===== config.mk =====
export PLATFORM = sky130hd
export DESIGN_NAME = bitmap_slot_allocator_unit
export DESIGN_NICKNAME = d
export VERILOG_FILES = /design/src/sv/bsa_pkg.sv /design/src/sv/bsa_ram.sv /design/src/sv/bsa_locate.sv /design/src/sv/bitmap_slot_allocator_unit.sv
export SDC_FILE = /design/constraint.sdc
export NUM_CORES = 2
export LEC_CHECK = 0
export BUFFER_PORTS_ARGS = -buffer_cell sky130_fd_sc_hd__buf_2
export CAP_MARGIN = 30
export CORE_MARGIN = 1
export CORE_UTILIZATION = 25
export CTS_BUF_LIST = sky130_fd_sc_hd__clkbuf_2 sky130_fd_sc_hd__clkbuf_4 sky130_fd_sc_hd__clkbuf_8
export DETAILED_ROUTE_END_ITERATION = 6
export PLACE_DENSITY = 0.39
export SLEW_MARGIN = 40
export SYNTH_ARGS = -nofsm -noshare
export SYNTH_HDL_FRONTEND = slang
export SYNTH_SLANG_ARGS = --single-unit
export TNS_END_PERCENT = 20

===== constraint.sdc =====
create_clock -name clock -period 4.6 [get_ports clock]
set_input_delay 0.69 -clock clock [delete_from_list [all_inputs] [get_ports clock]]
set_output_delay 0.69 -clock clock [all_outputs]
set_load 0.02 [all_outputs]

===== src/sv/bsa_pkg.sv =====
// Shared types and constants for the bitmap slot allocator.
// No dependencies; imported by bsa_locate and the allocator unit.
`default_nettype none

package bsa_pkg;

   localparam int MAX_SLOTS_DEF = 1024;
   localparam int WORD_BITS_DEF = 32;

   localparam int SLOT_W     = 10;
   localparam int COUNT_W    = 11;
   localparam int OP_W       = 2;
   localparam int CSR_ADDR_W = 3;
   localparam int CSR_DATA_W = 32;

   localparam logic [COUNT_W-1:0] BIT_COUNT_RESET = 11'd1024;

   localparam logic [OP_W-1:0] OP_ALLOC = 2'd0;
   localparam logic [OP_W-1:0] OP_FREE  = 2'd1;
   localparam logic [OP_W-1:0] OP_QUERY = 2'd2;

   localparam logic REG_BIT_COUNT = 1'b0;

   typedef enum logic [1:0] {
      ST_CLEAR,
      ST_IDLE,
      ST_SPLIT,
      ST_MODIFY
   } state_type;

   typedef struct packed {
      logic wr;
      logic full;
   } mark_cmd_type;

endpackage

`default_nettype wire


===== src/sv/bsa_ram.sv =====
// Generic single-port-write, single-port-read RAM with registered read data.
// Depends on nothing; used for the slot bitmap words.
`default_nettype none

module bsa_ram #(
   parameter int WIDTH = 32,
   parameter int DEPTH = 32,
   localparam int ADDR_W = (DEPTH > 1) ? $clog2(DEPTH) : 1
) (
   input  logic              clock,
   input  logic              wr_en,
   input  logic [ADDR_W-1:0] wr_addr,
   input  logic [WIDTH-1:0]  wr_data,
   input  logic              rd_en,
   input  logic [ADDR_W-1:0] rd_addr,
   output logic [WIDTH-1:0]  rd_data
);

   logic [WIDTH-1:0] mem_ff [DEPTH];
   logic [WIDTH-1:0] rd_data_ff;

   always_ff @(posedge clock) begin
      if (wr_en) begin
         mem_ff[wr_addr] <= wr_data;
      end
      if (rd_en) begin
         rd_data_ff <= mem_ff[rd_addr];
      end
   end

   assign rd_data = rd_data_ff;

endmodule

`default_nettype wire


===== src/sv/bsa_locate.sv =====
// Per-word full marks and the finder for the lowest word with a clear bit.
// Depends on bsa_pkg for the mark update command.
`default_nettype none

module bsa_locate #(
   parameter int WORD_COUNT = 32,
   localparam int WA_W = (WORD_COUNT > 1) ? $clog2(WORD_COUNT) : 1
) (
   input  logic                  clock,
   input  logic                  reset,
   input  bsa_pkg::mark_cmd_type mark_cmd,
   input  logic [WA_W-1:0]       mark_word,
   output logic [WA_W-1:0]       first_word,
   output logic                  any_free
);

   import bsa_pkg::*;

   logic [WORD_COUNT-1:0] full_ff;
   logic [WORD_COUNT-1:0] full_in;

   always_comb begin
      full_in = full_ff;
      for (int j = 0; j < WORD_COUNT; j++) begin
         if (mark_cmd.wr && mark_word == WA_W'(j)) begin
            full_in[j] = mark_cmd.full;
         end
      end
   end

   always_ff @(posedge clock) begin
      if (reset) begin
         full_ff <= '0;
      end else begin
         full_ff <= full_in;
      end
   end

   always_comb begin
      first_word = '0;
      for (int j = WORD_COUNT - 1; j >= 0; j--) begin
         if (!full_ff[j]) begin
            first_word = WA_W'(j);
         end
      end
      any_free = ~&full_ff;
   end

endmodule

`default_nettype wire


===== src/sv/bitmap_slot_allocator_unit.sv =====
// Bitmap slot allocator: request decode, read-modify-write sequencer, CSR port.
// Depends on bsa_pkg, bsa_ram and bsa_locate.
// A request passes accept, index split and RAM read, then modify and write back;
// the result is registered. A new request is taken only after the last one has
// finished; the modify step holds while the result register is not drained.
// Reset: bit_count returns to 1024; the bitmap RAM is zeroed one word a cycle,
// all WORD_COUNT words, with req_ready low meanwhile.
`default_nettype none

module bitmap_slot_allocator_unit #(
   parameter int MAX_SLOTS = bsa_pkg::MAX_SLOTS_DEF,
   parameter int WORD_BITS = bsa_pkg::WORD_BITS_DEF
) (
   input  logic                             clock,
   input  logic                             reset,
   input  logic                             req_valid,
   output logic                             req_ready,
   input  logic [bsa_pkg::OP_W-1:0]         req_operation,
   input  logic [bsa_pkg::SLOT_W-1:0]       req_slot_index,
   output logic                             rsp_valid,
   input  logic                             rsp_ready,
   output logic                             rsp_success,
   output logic                             rsp_bit_value,
   output logic [bsa_pkg::SLOT_W-1:0]       rsp_allocated_index,
   input  logic                             csr_psel,
   input  logic                             csr_penable,
   input  logic                             csr_pwrite,
   input  logic [bsa_pkg::CSR_ADDR_W-1:0]   csr_paddr,
   input  logic [bsa_pkg::CSR_DATA_W-1:0]   csr_pwdata,
   output logic [bsa_pkg::CSR_DATA_W-1:0]   csr_prdata,
   output logic                             csr_pready
);

   import bsa_pkg::*;

   localparam int WORD_COUNT = (MAX_SLOTS + WORD_BITS - 1) / WORD_BITS;
   localparam int WA_W       = (WORD_COUNT > 1) ? $clog2(WORD_COUNT) : 1;
   localparam int BI_W       = $clog2(WORD_BITS);
   localparam int CNT_W      = $clog2(MAX_SLOTS + 1);
   localparam int EXT_W      = (CNT_W > COUNT_W) ? CNT_W : COUNT_W;
   localparam int BW         = EXT_W + BI_W;
   localparam int TAKEN_W    = (CNT_W + 1 > SLOT_W) ? CNT_W + 1 : SLOT_W;
   localparam int QW         = (WA_W > SLOT_W) ? WA_W : SLOT_W;
   localparam int RSH        = SLOT_W + BI_W;
   localparam int RECIP      = (1 << RSH) / WORD_BITS;
   localparam int PROD_W     = SLOT_W + RSH + 1;
   localparam int REM_W      = SLOT_W + 1;

   state_type state_ff, state_in;

   logic [COUNT_W-1:0]   bit_count_ff;
   logic [WA_W-1:0]      clr_ff;
   logic [OP_W-1:0]      op_ff;
   logic [SLOT_W-1:0]    idx_ff;
   logic [CNT_W-1:0]     cnt_ff;
   logic [QW-1:0]        q_ff;
   logic [WA_W-1:0]      alloc_word_ff;
   logic                 alloc_any_ff;
   logic [WA_W-1:0]      word_ff, word_in;
   logic [BI_W-1:0]      bit_ff, bit_in;
   logic                 in_range_ff, in_range_in;
   logic [CNT_W-1:0]     base_ff;
   logic [WORD_BITS-1:0] mask_ff, mask_in;
   logic                 rsp_valid_ff;
   logic                 rsp_success_ff;
   logic                 rsp_bit_value_ff;
   logic [SLOT_W-1:0]    rsp_allocated_index_ff;

   logic                 accept;
   logic                 done;
   logic                 csr_wr;
   logic                 csr_reg;
   logic [EXT_W-1:0]     count_ext;
   logic [CNT_W-1:0]     usable_cnt;
   logic [PROD_W-1:0]    q_prod;
   logic [QW-1:0]        q_est;
   logic [REM_W-1:0]     rem;
   logic [QW-1:0]        word_q;
   logic [BW-1:0]        base_wide;
   logic [BW-1:0]        rem_cnt;
   logic                 alloc_ok;
   logic                 idx_ok;

   logic [WORD_BITS-1:0] rd_word;
   logic [WORD_BITS-1:0] free_bits;
   logic [WORD_BITS-1:0] new_word;
   logic [BI_W-1:0]      pos;
   logic                 hit;
   logic                 mod_wr;
   logic                 mod_success;
   logic                 mod_value;
   logic [TAKEN_W-1:0]   mod_taken;

   logic                 ram_we;
   logic [WA_W-1:0]      ram_waddr;
   logic [WORD_BITS-1:0] ram_wdata;
   logic                 ram_re;
   mark_cmd_type         mark_cmd;
   logic [WA_W-1:0]      first_word;
   logic                 any_free;

   // configuration port
   assign csr_reg    = csr_paddr[CSR_ADDR_W-1];
   assign csr_wr     = csr_psel && csr_penable && csr_pwrite;
   assign csr_pready = 1'b1;

   always_comb begin
      unique case (csr_reg)
         REG_BIT_COUNT: csr_prdata = CSR_DATA_W'(bit_count_ff);
         default:       csr_prdata = '0;
      endcase
   end

   always_ff @(posedge clock) begin
      if (reset) begin
         bit_count_ff <= BIT_COUNT_RESET;
      end else if (csr_wr && csr_reg == REG_BIT_COUNT) begin
         bit_count_ff <= csr_pwdata[COUNT_W-1:0];
      end
   end

   assign count_ext  = EXT_W'(bit_count_ff);
   assign usable_cnt = (count_ext > EXT_W'(MAX_SLOTS)) ? CNT_W'(MAX_SLOTS)
                                                       : CNT_W'(count_ext);

   // word estimate by reciprocal multiply; low by at most one
   assign q_prod = PROD_W'(req_slot_index) * PROD_W'(RECIP);
   assign q_est  = QW'(q_prod >> RSH);

   // state machine
   always_comb begin
      state_in = state_ff;
      unique case (state_ff)
         ST_CLEAR: begin
            if (clr_ff == WA_W'(WORD_COUNT - 1)) state_in = ST_IDLE;
         end
         ST_IDLE: begin
            if (req_valid) state_in = ST_SPLIT;
         end
         ST_SPLIT: begin
            state_in = ST_MODIFY;
         end
         ST_MODIFY: begin
            if (!rsp_valid_ff || rsp_ready) state_in = ST_IDLE;
         end
         default: begin
            state_in = ST_IDLE;
         end
      endcase
   end

   always_comb begin
      req_ready = 1'b0;
      ram_re    = 1'b0;
      done      = 1'b0;
      unique case (state_ff)
         ST_CLEAR:  req_ready = 1'b0;
         ST_IDLE:   req_ready = 1'b1;
         ST_SPLIT:  ram_re    = 1'b1;
         ST_MODIFY: done      = !rsp_valid_ff || rsp_ready;
         default:   req_ready = 1'b0;
      endcase
   end

   assign accept = req_valid && req_ready;

   always_ff @(posedge clock) begin
      if (reset) begin
         state_ff <= ST_CLEAR;
         clr_ff   <= '0;
      end else begin
         state_ff <= state_in;
         if (state_ff == ST_CLEAR) clr_ff <= clr_ff + 1'b1;
      end
   end

   // split the slot index into word and bit, and build the allocate mask
   always_comb begin
      rem = REM_W'(idx_ff) - REM_W'(q_ff) * REM_W'(WORD_BITS);
      if (rem >= REM_W'(WORD_BITS)) begin
         word_q = q_ff + 1'b1;
         bit_in = BI_W'(rem - REM_W'(WORD_BITS));
      end else begin
         word_q = q_ff;
         bit_in = BI_W'(rem);
      end
      idx_ok    = EXT_W'(idx_ff) < EXT_W'(cnt_ff);
      base_wide = BW'(alloc_word_ff) * BW'(WORD_BITS);
      alloc_ok  = alloc_any_ff && (base_wide < BW'(cnt_ff));
      rem_cnt   = BW'(cnt_ff) - base_wide;
      for (int j = 0; j < WORD_BITS; j++) begin
         mask_in[j] = BW'(j) < rem_cnt;
      end
      if (op_ff == OP_ALLOC) begin
         word_in     = alloc_word_ff;
         in_range_in = alloc_ok;
      end else begin
         word_in     = word_q[WA_W-1:0];
         in_range_in = idx_ok;
      end
   end

   // modify the word read back
   always_comb begin
      free_bits = ~rd_word & mask_ff;
      hit       = |free_bits;
      pos       = '0;
      for (int j = WORD_BITS - 1; j >= 0; j--) begin
         if (free_bits[j]) pos = BI_W'(j);
      end
      new_word    = rd_word;
      mod_wr      = 1'b0;
      mod_success = 1'b0;
      mod_value   = 1'b0;
      mod_taken   = '0;
      case (op_ff)
         OP_ALLOC: begin
            new_word    = rd_word | ({{(WORD_BITS-1){1'b0}}, 1'b1} << pos);
            mod_wr      = in_range_ff && hit;
            mod_success = in_range_ff && hit;
            if (in_range_ff && hit) begin
               mod_taken = TAKEN_W'(base_ff) + TAKEN_W'(pos);
            end
         end
         OP_FREE: begin
            new_word    = rd_word & ~({{(WORD_BITS-1){1'b0}}, 1'b1} << bit_ff);
            mod_wr      = in_range_ff;
            mod_success = in_range_ff;
         end
         OP_QUERY: begin
            mod_success = in_range_ff;
            mod_value   = in_range_ff && rd_word[bit_ff];
         end
         default: begin
            mod_wr = 1'b0;
         end
      endcase
   end

   always_ff @(posedge clock) begin
      if (accept) begin
         op_ff         <= req_operation;
         idx_ff        <= req_slot_index;
         cnt_ff        <= usable_cnt;
         q_ff          <= q_est;
         alloc_word_ff <= first_word;
         alloc_any_ff  <= any_free;
      end
      if (state_ff == ST_SPLIT) begin
         word_ff     <= word_in;
         bit_ff      <= bit_in;
         in_range_ff <= in_range_in;
         base_ff     <= CNT_W'(base_wide);
         mask_ff     <= mask_in;
      end
      if (done) begin
         rsp_success_ff         <= mod_success;
         rsp_bit_value_ff       <= mod_value;
         rsp_allocated_index_ff <= mod_taken[SLOT_W-1:0];
      end
   end

   always_ff @(posedge clock) begin
      if (reset) begin
         rsp_valid_ff <= 1'b0;
      end else if (done) begin
         rsp_valid_ff <= 1'b1;
      end else if (rsp_ready) begin
         rsp_valid_ff <= 1'b0;
      end
   end

   assign rsp_valid           = rsp_valid_ff;
   assign rsp_success         = rsp_success_ff;
   assign rsp_bit_value       = rsp_bit_value_ff;
   assign rsp_allocated_index = rsp_allocated_index_ff;

   // bitmap store and full marks
   assign ram_we    = (state_ff == ST_CLEAR) || (done && mod_wr);
   assign ram_waddr = (state_ff == ST_CLEAR) ? clr_ff : word_ff;
   assign ram_wdata = (state_ff == ST_CLEAR) ? '0 : new_word;

   assign mark_cmd.wr   = done && mod_wr;
   assign mark_cmd.full = &new_word;

   bsa_ram #(
      .WIDTH (WORD_BITS),
      .DEPTH (WORD_COUNT)
   ) u_words (
      .clock   (clock),
      .wr_en   (ram_we),
      .wr_addr (ram_waddr),
      .wr_data (ram_wdata),
      .rd_en   (ram_re),
      .rd_addr (word_in),
      .rd_data (rd_word)
   );

   bsa_locate #(
      .WORD_COUNT (WORD_COUNT)
   ) u_locate (
      .clock      (clock),
      .reset      (reset),
      .mark_cmd   (mark_cmd),
      .mark_word  (word_ff),
      .first_word (first_word),
      .any_free   (any_free)
   );

`ifndef ASSERT_OFF
   a_ram_write_state: assert property (@(posedge clock) disable iff (reset)
      ram_we |-> (state_ff == ST_CLEAR || state_ff == ST_MODIFY))
      else $error("bitmap RAM written outside clear or modify");

   a_rsp_after_modify: assert property (@(posedge clock) disable iff (reset)
      $rose(rsp_valid_ff) |-> $past(state_ff == ST_MODIFY))
      else $error("result raised without a modify step");

   a_taken_in_range: assert property (@(posedge clock) disable iff (reset)
      (done && op_ff == OP_ALLOC && mod_success) |-> (mod_taken < TAKEN_W'(cnt_ff)))
      else $error("allocated slot at or above the usable count");
`endif

endmodule

`default_nettype wire

==> out/results.txt <==
Status -> finished, final reports clean
Synth Cell Area -> 50560 um2
Synth top area cells -> edfxtp_1 (68%), nand2_1 (8.6%), nand3_1 (5.2%)
Worst-path fanout max -> 32
Slew Viols, Final -> 0
Met1 WL -> 80490 um
Post-synthesis mux area share -> 0.6855%
Syn_area_per_cell -> 12.11 um2
Critical path buffers and inverters -> 2
Clock H-tree levels -> 4
TritonRoute pass-1 iters -> 5
# rows -> 164
Die height -> 451.7 um
Routed wire length -> 175100 um
Setup TNS -> 0 ns
I/O pin total -> 101
Critical Setup Path Class -> register to register
Synth warn -> 0
Critical path origin -> u_words.rd_data[16]
Wire length per cell -> 24.26 um
Post-synthesis sequential area ratio -> 70.02%
Initial Util -> 25.25%
Met2 wire len -> 83020 um
CTS Hold Bufs -> 24
Metal3 WL -> 8130 um
Highest metal used -> met4
Initial antenna violation count -> 5
Max-Cap Viols -> 0
Compound-Gate Fraction of Synth Area -> 7.453%
Share of the synthesized area in the top cell type -> 68.00%
Adder-cell area share of the yosys netlist -> 0.6582%
Power Total -> 0.02301 W
FILL cells -> 20.50k
Cell-by-cell trace of the critical path -> nor2b_1 > or4_4 > and4bb_4 > a31oi_1 > o21ai_0 > o32a_1 > buf_4 > nor2_4 > buf_12
RR Startpoint -> u_words.rd_data[16]
First-pass GRT wire length -> 252100 um
Netlist cell types -> 80
CP Data Required Time -> 5.23 ns
GRT Residual Overflow -> 0
Die extent in x -> 451.7 um
GRT Total Usage -> 16.95%
# DRC -> 0
Leading area contributor after synthesis -> edfxtp_1
Post-Synthesis Cells -> 4174
Port Buffer Count -> 55
Worst-path clk slew -> 0.08 ns
Via count -> 34.70k
Slack of the critical path -> 0.5907 ns
Nets -> 4474
Root Driver -> clkbuf_8
ANT nets after route -> 0
CTS Buf Count -> 208
Final Cycle Share -> 87.16%
Layout cell share with drive strength beyond 1 -> 15.66%
Fmax achieved -> 249.4 MHz
Gpl congestion -> 0.8720
Unrepaired setup endpoints after global routing -> false
Critical path's largest stage delay -> 0.78 ns
PD cells -> 382.6 nW/um2
Main synth FF type -> edfxtp_1
Critical Path AT -> 4.64 ns
Hold Path Origin -> req_valid
Placed cell areas -> 55680 um2
CTS Sinks -> 1196
Top delay family on crit path -> compound AO/OA/AOI/OAI gates
FF+latch count, synth -> 1196
Synth Area in XOR/XNOR -> 0.06929%
Core area -> 200300 um2
CP startpoint kind -> register
CTS tree -> built
Main combinational cell family by area after synthesis -> simple AND/OR/NAND/NOR gates
Simple logic cell fraction of the synthesized area -> 18.37%
Max clock buf depth -> 3
Worst slew pin tran -> 0.8749 ns
HPWL after DPL -> 98710 um
Slowest-stage cell, CP -> o32a_1
Reported leakage power -> 20.64 nW
Post-CTS setup buffers -> 0
Finish-stage setup viols -> 0
Clock Skews -> 0.05981 ns
DRT iter0 DRCs -> 2918
Final count of hold timing violations -> 0
Die area -> 204100 um2
Post-cts resize count -> 0
Worst setup EP type -> register
Post-synth EDFFs -> 1145
Pre-CTS WS -> 0.6445 ns
Largest net degree at the start of global routing -> 91
Path category of the worst min-delay check -> input pin to register
Post-layout min period -> 4.009 ns
Clk Latency, worst-skew pair -> 0.98 ns
Number of global-route vias before repair -> 34.07k
Ys async rst share -> 0%
Post-route cell area -> 60120 um2
Max-slew headroom -> 41.57%
Hold WS -> 0.2244 ns
Worst VDD drop -> 258.9 uV
Via/cell ratio -> 4.807
Area grow syn2layout -> 18.91%
==> report_power, final <==
group,leakage [nW],internal (W),total [W],switching [W]
sequential,11.6,0.0121,0.0121,0.0000513
clock,2.18,0.00534,0.00984,0.00450
combinational,6.84,0.000261,0.00102,0.000760
total,20.6,0.0177,0.0230,0.00531
==> worst register-to-register path: stages, from the launching register on <==
cell and delay (ns):
edfxtp_1 0.50, nor2b_1 0.15, or4_4 0.58, and4bb_4 0.38, a31oi_1 0.16, o21ai_0 0.47
o32a_1 0.78, buf_4 0.30, nor2_4 0.06, buf_12 0.24
==> synthesized netlist by cell type, types with 6 or more instances <==
library cell	n
clkbuf_1	247
o2111ai_1	6
or2_2	6
a21oi_1	56
mux4_2	10
o21ai_0	56
and3_1	70
o21ai_1	31
nand4_1	48
a21boi_0	8
nand3b_1	39
a211oi_1	37
a41oi_1	7
o211ai_1	8
nor4_1	6
edfxtp_1	1145
and2_1	6
nor3_1	19
a311oi_1	161
o21a_1	13
a31oi_1	49
dfxtp_1	51
inv_1	44
nor2b_1	47
nand2_1	1152
buf_2	14
a21o_1	40
buf_4	22
buf_1	10
ha_1	25
nand3_1	528
and4_1	6
mux2i_1	11
nand2b_1	29
nor2_1	93
==> per-stage QoR <==
step                      utilization (%)  instances
after detailed placement            27.80       6813
final                               30.02       7219
after global placement              27.77       6811
after CTS                           29.98       7213
after global routing                30.02       7219
after floorplan                         -       4194
==> flip-flops by register name, summed over array words and instances, names as in the netlist, 10 cells and up <==
signal	cells
bit_count_ff	11
cnt_ff	11
idx_ff	10
mask_ff	32
rsp_allocated_index	10
u_locate.full_ff	32
u_words.mem_ff	1024
u_words.rd_data	32
==> path summary, 6_finish.rpt <==
path	end	slack [ns]	depth (start not counted)
max	u_words.mem_ff[9][4]	0.59	9
min	state_ff[0]	0.22	4
max reg2reg	u_words.mem_ff[9][4]	0.59	9
min reg2reg	bit_count_ff[6]	0.47	2
==> cells by family (layout without fill, tap and decap cells) <==
| group | Yosys count | count (layout) |
|---|---|---|
| and+or+nand+nor | 2070 | 2070 |
| other | 2 | 25 |
| DFF | 1196 | 1196 |
| xor gates and xnor gates | 4 | 4 |
| AOI/OAI and AO/OA | 514 | 514 |
| muxes | 22 | 22 |
| adders and majority gates | 26 | 26 |
| buffers and inverters | 340 | 706 |
==> cell usage in the layout, fill, tap and decap left out, drive strengths merged, types with 22 or more instances in the layout <==
cell            n
nand2        1153
edfxtp       1145
nand3         528
clkbuf        307
buf           260
a311oi        162
nor2           95
o21ai          87
and3           70
a21oi          57
clkinv         53
dfxtp          51
inv            51
a31oi          49
nand4          48
nor2b          47
a211oi         41
a21o           40
nand3b         39
nand2b         29
ha             25
dlygate4sd3    24
conb           22
==> layout make-up <==
type / count / area [um2] / area share [%]
inverters: 46 / 190.2 / 0.3163
clock buffers: 307 / 3662 / 6.091
clock inverters: 69 / 457.9 / 0.7617
flip-flops and latches: 1196 / 35400 / 58.89
diodes: 3 / 7.507 / 0.01249
multi-input cells: 2658 / 14390 / 23.94
well taps: 2656 / 3323 / 5.527
repair buffers: 284 / 2685 / 4.466
==> metal layers <==
layer  vias up  track usage, %
li1      15890               -
met1     17660           23.50
met2       911           27.55
met3       245           2.558
met4         0           4.380
met5         -               0
(Power assumes the default switching activity.)
